==> config.mk <==
export PLATFORM = sky130hd
export DESIGN_NAME = h264_nal_start_code_parser_top
export DESIGN_NICKNAME = d
export VERILOG_FILES = /design/src/design/nsc_pkg.sv /design/src/design/nsc_step.sv /design/src/design/h264_nal_start_code_parser_top.sv
export SDC_FILE = /design/constraint.sdc
export NUM_CORES = 1
export LEC_CHECK = 0
export BUFFER_PORTS_ARGS = -buffer_cell sky130_fd_sc_hd__buf_2
export CORE_MARGIN = 2
export CORE_UTILIZATION = 42
export CTS_BUF_LIST = sky130_fd_sc_hd__clkbuf_2 sky130_fd_sc_hd__clkbuf_4 sky130_fd_sc_hd__clkbuf_8
export DETAILED_ROUTE_END_ITERATION = 12
export GPL_ROUTABILITY_DRIVEN = 0
export PLACE_DENSITY_LB_ADDON = 0.15
export SLEW_MARGIN = 0
export SYNTH_ARGS = -nofsm -noshare
export SYNTH_HDL_FRONTEND = slang
export SYNTH_SLANG_ARGS = --single-unit
==> constraint.sdc <==
create_clock -name clk -period 6.31 [get_ports clk]
set_input_delay 0.9465 -clock clk [delete_from_list [all_inputs] [get_ports clk]]
set_output_delay 0.9465 -clock clk [all_outputs]
set_load 0.03 [all_outputs]
==> src/design/nsc_pkg.sv <==
// ----------------------------------------------------------------------------
// nsc_pkg
// Shared types and constants for the Annex B start code parser.
// ----------------------------------------------------------------------------
package nsc_pkg;

    localparam int REGION_MAX = 188;

    localparam logic [7:0] BYTE_ZERO = 8'h00;
    localparam logic [7:0] BYTE_ONE  = 8'h01;
    localparam logic [7:0] TYPE_MASK = 8'h1F;

    localparam logic [4:0] TYPE_NON_IDR    = 5'd1;
    localparam logic [4:0] TYPE_IDR        = 5'd5;
    localparam logic [4:0] TYPE_SVC_PREFIX = 5'd14;
    localparam logic [4:0] TYPE_SVC_SLICE  = 5'd20;

    typedef enum logic [2:0] {
        PH_IDLE   = 3'd0,
        PH_PREFIX = 3'd1,
        PH_HEADER = 3'd2,
        PH_BODY   = 3'd3,
        PH_DONE   = 3'd4
    } phase_t;

    typedef enum logic [1:0] {
        ST_OK        = 2'd0,
        ST_NO_CODE   = 2'd1,
        ST_NO_HEADER = 2'd2
    } status_t;

    typedef enum logic [1:0] {
        SC_OTHER  = 2'd0,
        SC_IDR    = 2'd1,
        SC_NONIDR = 2'd2
    } slice_class_t;

    typedef struct packed {
        phase_t      phase;
        logic [1:0]  zero_run;
        logic [2:0]  prefix_count;
        logic [7:0]  body_count;
        logic [4:0]  held_type;
        logic [2:0]  held_prefix_len;
    } parse_state_t;

    typedef struct packed {
        status_t      status;
        logic [2:0]   start_code_len;
        logic [7:0]   nal_length;
        logic [4:0]   unit_type;
        logic         type_valid;
        slice_class_t slice_class;
        logic         ended_by_code;
    } nal_result_t;

endpackage

==> src/design/nsc_step.sv <==
// ----------------------------------------------------------------------------
// nsc_step
// Next parse state and optional result for one incoming byte.
// ----------------------------------------------------------------------------
module nsc_step
    import nsc_pkg::*;
(
    input  parse_state_t state,
    input  logic [7:0]   data_byte,
    input  logic         first_byte,
    input  logic         last_byte,
    output parse_state_t state_next,
    output logic         emit,
    output nal_result_t  result
);

    parse_state_t s;
    logic [8:0]   span;
    logic         with_type;
    logic [4:0]   t;

    always_comb
    begin
        s = state;
        if (first_byte)
        begin
            s = '0;
            s.phase = PH_PREFIX;
        end

        state_next = s;
        emit       = 1'b0;
        with_type  = 1'b0;
        result     = '0;
        span       = '0;

        case (s.phase)
            PH_PREFIX:
            begin
                if (s.prefix_count < 3'd2)
                begin
                    if (data_byte != BYTE_ZERO)
                    begin
                        emit = 1'b1;
                    end
                end
                else if (s.prefix_count == 3'd2)
                begin
                    if (data_byte == BYTE_ONE)
                    begin
                        state_next.held_prefix_len = 3'd3;
                    end
                    else if (data_byte != BYTE_ZERO)
                    begin
                        emit = 1'b1;
                    end
                end
                else
                begin
                    if (data_byte != BYTE_ONE)
                    begin
                        emit = 1'b1;
                    end
                    else
                    begin
                        state_next.held_prefix_len = 3'd4;
                    end
                end
                if (emit)
                begin
                    result.status = ST_NO_CODE;
                end
                else
                begin
                    state_next.prefix_count = s.prefix_count + 3'd1;
                    if (state_next.held_prefix_len != 3'd0)
                    begin
                        state_next.phase = PH_HEADER;
                        if (last_byte)
                        begin
                            emit                  = 1'b1;
                            result.status         = ST_NO_HEADER;
                            result.start_code_len = state_next.held_prefix_len;
                        end
                    end
                    else if (last_byte)
                    begin
                        emit          = 1'b1;
                        result.status = ST_NO_CODE;
                    end
                end
            end
            PH_HEADER:
            begin
                state_next.held_type  = 5'(data_byte & TYPE_MASK);
                state_next.body_count = 8'd1;
                state_next.zero_run   = (data_byte == BYTE_ZERO) ? 2'd1 : 2'd0;
                state_next.phase      = PH_BODY;
                span = {6'd0, s.held_prefix_len} + 9'd1;
                if (last_byte || (span >= 9'(REGION_MAX)))
                begin
                    emit              = 1'b1;
                    with_type         = 1'b1;
                    result.nal_length = 8'd1;
                end
            end
            PH_BODY:
            begin
                if ((data_byte == BYTE_ONE) && (s.zero_run >= 2'd2) &&
                    (((s.zero_run == 2'd3) && (s.body_count >= 8'd4)) ||
                     (s.body_count >= 8'd3)))
                begin
                    emit                 = 1'b1;
                    with_type            = 1'b1;
                    result.ended_by_code = 1'b1;
                    if ((s.zero_run == 2'd3) && (s.body_count >= 8'd4))
                    begin
                        result.nal_length = s.body_count - 8'd3;
                    end
                    else
                    begin
                        result.nal_length = s.body_count - 8'd2;
                    end
                end
                else
                begin
                    if (data_byte == BYTE_ZERO)
                    begin
                        if (s.zero_run != 2'd3)
                        begin
                            state_next.zero_run = s.zero_run + 2'd1;
                        end
                    end
                    else
                    begin
                        state_next.zero_run = 2'd0;
                    end
                    if (s.body_count != 8'hFF)
                    begin
                        state_next.body_count = s.body_count + 8'd1;
                    end
                    span = {6'd0, s.held_prefix_len} + {1'b0, state_next.body_count};
                    if (last_byte || (span >= 9'(REGION_MAX)))
                    begin
                        emit              = 1'b1;
                        with_type         = 1'b1;
                        result.nal_length = state_next.body_count;
                    end
                end
            end
            default:
            begin
                state_next = s;
            end
        endcase

        t = state_next.held_type;
        if (with_type)
        begin
            result.status         = ST_OK;
            result.start_code_len = s.held_prefix_len;
            result.unit_type      = t;
            result.type_valid     = !(t inside {TYPE_SVC_PREFIX, TYPE_SVC_SLICE});
            if (t == TYPE_IDR)
            begin
                result.slice_class = SC_IDR;
            end
            else if (t == TYPE_NON_IDR)
            begin
                result.slice_class = SC_NONIDR;
            end
            else
            begin
                result.slice_class = SC_OTHER;
            end
        end

        if (emit)
        begin
            state_next.phase = PH_DONE;
        end
    end

endmodule

==> src/design/h264_nal_start_code_parser_top.sv <==
// ----------------------------------------------------------------------------
// h264_nal_start_code_parser_top
// Annex B start code check and NAL header parse, one result per region.
// ----------------------------------------------------------------------------
// Bytes of a payload region are taken one per cycle. Each byte passes through
// a single level of parse logic into the result register, so a result is
// shown in the cycle after the byte that completes it, and a new byte can be
// transferred in every cycle while the result register is empty or being
// taken. Only a held result that is not taken stops the input.
module h264_nal_start_code_parser_top
    import nsc_pkg::*;
(
    input  logic       clk,
    input  logic       rst_n,
    input  logic       in_valid,
    output logic       in_ready,
    input  logic [7:0] data_byte,
    input  logic       first_byte,
    input  logic       last_byte,
    output logic       out_valid,
    input  logic       out_ready,
    output logic [1:0] status,
    output logic [2:0] start_code_len,
    output logic [7:0] nal_length,
    output logic [4:0] unit_type,
    output logic       type_valid,
    output logic [1:0] slice_class,
    output logic       ended_by_code
);

    parse_state_t state_reg;
    parse_state_t state_next;
    nal_result_t  result_reg;
    nal_result_t  result_next;
    logic         out_valid_reg;
    logic         emit;
    logic         in_fire;

    assign in_ready = !out_valid_reg || out_ready;
    assign in_fire  = in_valid && in_ready;

    nsc_step u_step
    (
        .state      (state_reg),
        .data_byte  (data_byte),
        .first_byte (first_byte),
        .last_byte  (last_byte),
        .state_next (state_next),
        .emit       (emit),
        .result     (result_next)
    );

    always_ff @(posedge clk or negedge rst_n)
    begin
        if (!rst_n)
        begin
            state_reg     <= '0;
            out_valid_reg <= 1'b0;
        end
        else
        begin
            if (in_fire)
            begin
                state_reg <= state_next;
            end
            if (in_fire && emit)
            begin
                out_valid_reg <= 1'b1;
            end
            else if (out_ready)
            begin
                out_valid_reg <= 1'b0;
            end
        end
    end

    always_ff @(posedge clk)
    begin
        if (in_fire && emit)
        begin
            result_reg <= result_next;
        end
    end

    assign out_valid      = out_valid_reg;
    assign status         = result_reg.status;
    assign start_code_len = result_reg.start_code_len;
    assign nal_length     = result_reg.nal_length;
    assign unit_type      = result_reg.unit_type;
    assign type_valid     = result_reg.type_valid;
    assign slice_class    = result_reg.slice_class;
    assign ended_by_code  = result_reg.ended_by_code;

endmodule

==> metrics.cfg <==
[grt]
gr-total-overflow=0
grt_pass1_vias=2591
grt_antenna_before_repair=0
grt_max_degree=31
grt_pass1_wl_um=13400
grt_use_total_pct=20.2

[synthesis]
postSynthCellCount=364
synth_top_cell_by_area=edfxtp_1
ys_seq_area_share_pct=40.7
async_reset_ff_share_pct=53.2
synth.avg_cell_area_um2=8.67
synth_fp_nets=386
synth-edff-count=22
ys_warn_count=0
ys_seq_elements=47
synth_ff_type=dfrtp_1
synth_area_leaders=edfxtp_1 (21%), dfrtp_1 (20%), o21ai_0 (6.2%)
synth_area_mm2=0.00316
synth_cell_types=68
synth_top_cell_area_share_pct=20.9

[clocking]
cts_buffers=5
cts.sinks=47
postCtsSetupBuffers=0
cts_tree=built
cts_resized=0
cts_root_buffer=clkbuf_8
postCtsHoldBufs=0
clock_path_buffers=2
clkLatencyLatePin_ps=310
htreeDepth=2
clk_pin_slew_ps=100

[floorplanning]
dieHeight_um=90.7
core_area_mm2=0.00725
die_area_mm2=0.00823
io-pin-count=38
fp-row-count=31
die_w_um=90.7
start_util_pct=43.5

[layout]
layout-drive-gt1-share_pct=15.6
layout_commonest_cell=o21ai_0
fin_area_mm2=0.00351
final_nets=411
area_growth_syn_to_layout_pct=11.3
largest_register_ffs=24
layout_common_cells=o21ai_0 (39), nand2_1 (38), buf_2 (37)
diodes=0
final_util_pct=48.5
stdcell_count=489

[hold_path]
hold_start=state_reg[5]$_DFFE_PN0P_
hold_class=reg2reg
hold_end=state_reg[5]$_DFFE_PN0P_
hold_depth=2

[power_and_ir_drop]
p_leak_nw=1.36
seq_power_share_pct=49.0
power.total_mw=0.753
combPwrFrac_pct=20.2
p_per_area_mw_per_mm2=214
internal-power_mw=0.513
pwr-share-clk_pct=30.8
power.switching_mw=0.240
ir_worst_vdd_mv=0.0806
netSwitchingFraction_pct=31.8

[timing]
finalSetupViolCount=0
period_minus_slack_ps=4810
setup_slack_ps=1500
rsz0062_at_grt=no
slew_headroom_pct=42.8
tightest_slew_ps=855
fmax_mhz=208
holdWs_ps=488
min_period_over_period_pct=76.3
setup_tns_ps=0
maxSlewViolCount=0
finClkSkew_ps=11.5
final-hold-violation-count=0

[worst_setup_path]
r2r_setup_slack_ps=1780
critical_path.max_fanout=22
arrival_ps=4810
rr_endpoint=nal_length[6]$_DFFE_PP_
crit_start=first_byte
crit_path_end_kind=flop
rr_worst_depth=14
critical_path_class=in2reg
cp.required_ps=6310
worst_setup_path_start_kind=input pin
r2r-start=state_reg[8]$_DFFE_PN0P_

[place]
port_buffers=37
dp_hpwl_um=6030
dp_slack_ps=1230
place_inst=481
placed_cell_area_mm2=0.00340

[detailed_routing]
wl_um=8070
drcViolationCount=0
post_drt_wl_per_cell_um=16.5
via_per_inst=5.87
ant_nets=0
vias=2868
drt_iter0_markers=347
dr.pass1.iters=7

[status]
status=complete, no violations

[job]
maxCapViolations=0

-- layer usage --
layer,vias to the layer above,wire [um],GRT usage (%)
met5,-,0,0
met4,0,239,8.33
met3,21,541,3.92
met2,105,3450,29.4
met1,1343,3840,29.2
li1,1399,-,-
-- worst max-delay path, stage by stage --
cell and delay (ps):
buf_2 180, nor2b_1 430, ha_1 440, and4_1 280, nand2_1 190, xor2_1 210, ha_1 180, inv_1 60
fa_1 410, xor2_1 160, a221o_1 330, a211oi_4 420, a211oi_2 200, nor2_2 110, buf_4 270
-- power groups by stage --
stage | logic [mW] | clock network [mW] | registers [mW]
2_1_floorplan | 0.0942 | 0 | 0.386
3_3_place_gp | 0.151 | 0 | 0.374
3_5_place_dp | 0.151 | 0 | 0.375
4_1_cts | 0.152 | 0.237 | 0.368
5_1_grt | 0.168 | 0.248 | 0.372
6_report | 0.152 | 0.232 | 0.369
-- kinds of logic after synthesis --
logic type | Yosys count | synth area share (%)
and+or+nand+nor | 135 | 22.4
AOI/OAI and AO/OA | 120 | 24.8
DFF | 47 | 40.7
buffers and inverters | 43 | 5.55
xor gates and xnor gates | 9 | 2.50
adders and majority gates | 8 | 3.41
muxes | 2 | 0.674
-- final cells by class --
cell class,count,area [um2]
multi-input cells,274,1700
inverters,20,75.1
well taps,99,124
clock buffers,5,68.8
repair buffers,41,215
flip-flops and latches,47,1290
clock inverters,3,47.5
fillers,712,3740
-- synth_stat cells (4+ instances only) --
| master | n |
|---|---|
| o21ai_0 | 39 |
| nand2_1 | 38 |
| nor2_1 | 31 |
| a21oi_1 | 28 |
| dfrtp_1 | 25 |
| edfxtp_1 | 22 |
| inv_1 | 20 |
| clkbuf_1 | 13 |
| nand3_1 | 11 |
| buf_2 | 8 |
| nor3_1 | 8 |
| ha_1 | 7 |
| nor3b_1 | 6 |
| nor4_1 | 6 |
| a211oi_1 | 5 |
| a31oi_1 | 5 |
| nor2b_1 | 5 |
| xor2_1 | 5 |
| a21o_1 | 4 |
| nand2b_1 | 4 |
| nand4_1 | 4 |
| o22ai_1 | 4 |
| xnor2_1 | 4 |
-- how the worst max path moves through the flow --
| stage | to | slack, ps | cells past startpoint |
|---|---|---|---|
| after floorplan | ended_by_code$_SDFFCE_PN0P_ | 960 | 17 |
| after global placement | nal_length[4]$_DFFE_PP_ | 1350 | 15 |
| after detailed placement | nal_length[6]$_DFFE_PP_ | 1230 | 15 |
| after CTS | nal_length[6]$_DFFE_PP_ | 1560 | 15 |
| after global routing | nal_length[2]$_DFFE_PP_ | 1200 | 15 |
| final | nal_length[6]$_DFFE_PP_ | 1500 | 15 |
(Power assumes the default switching activity.)
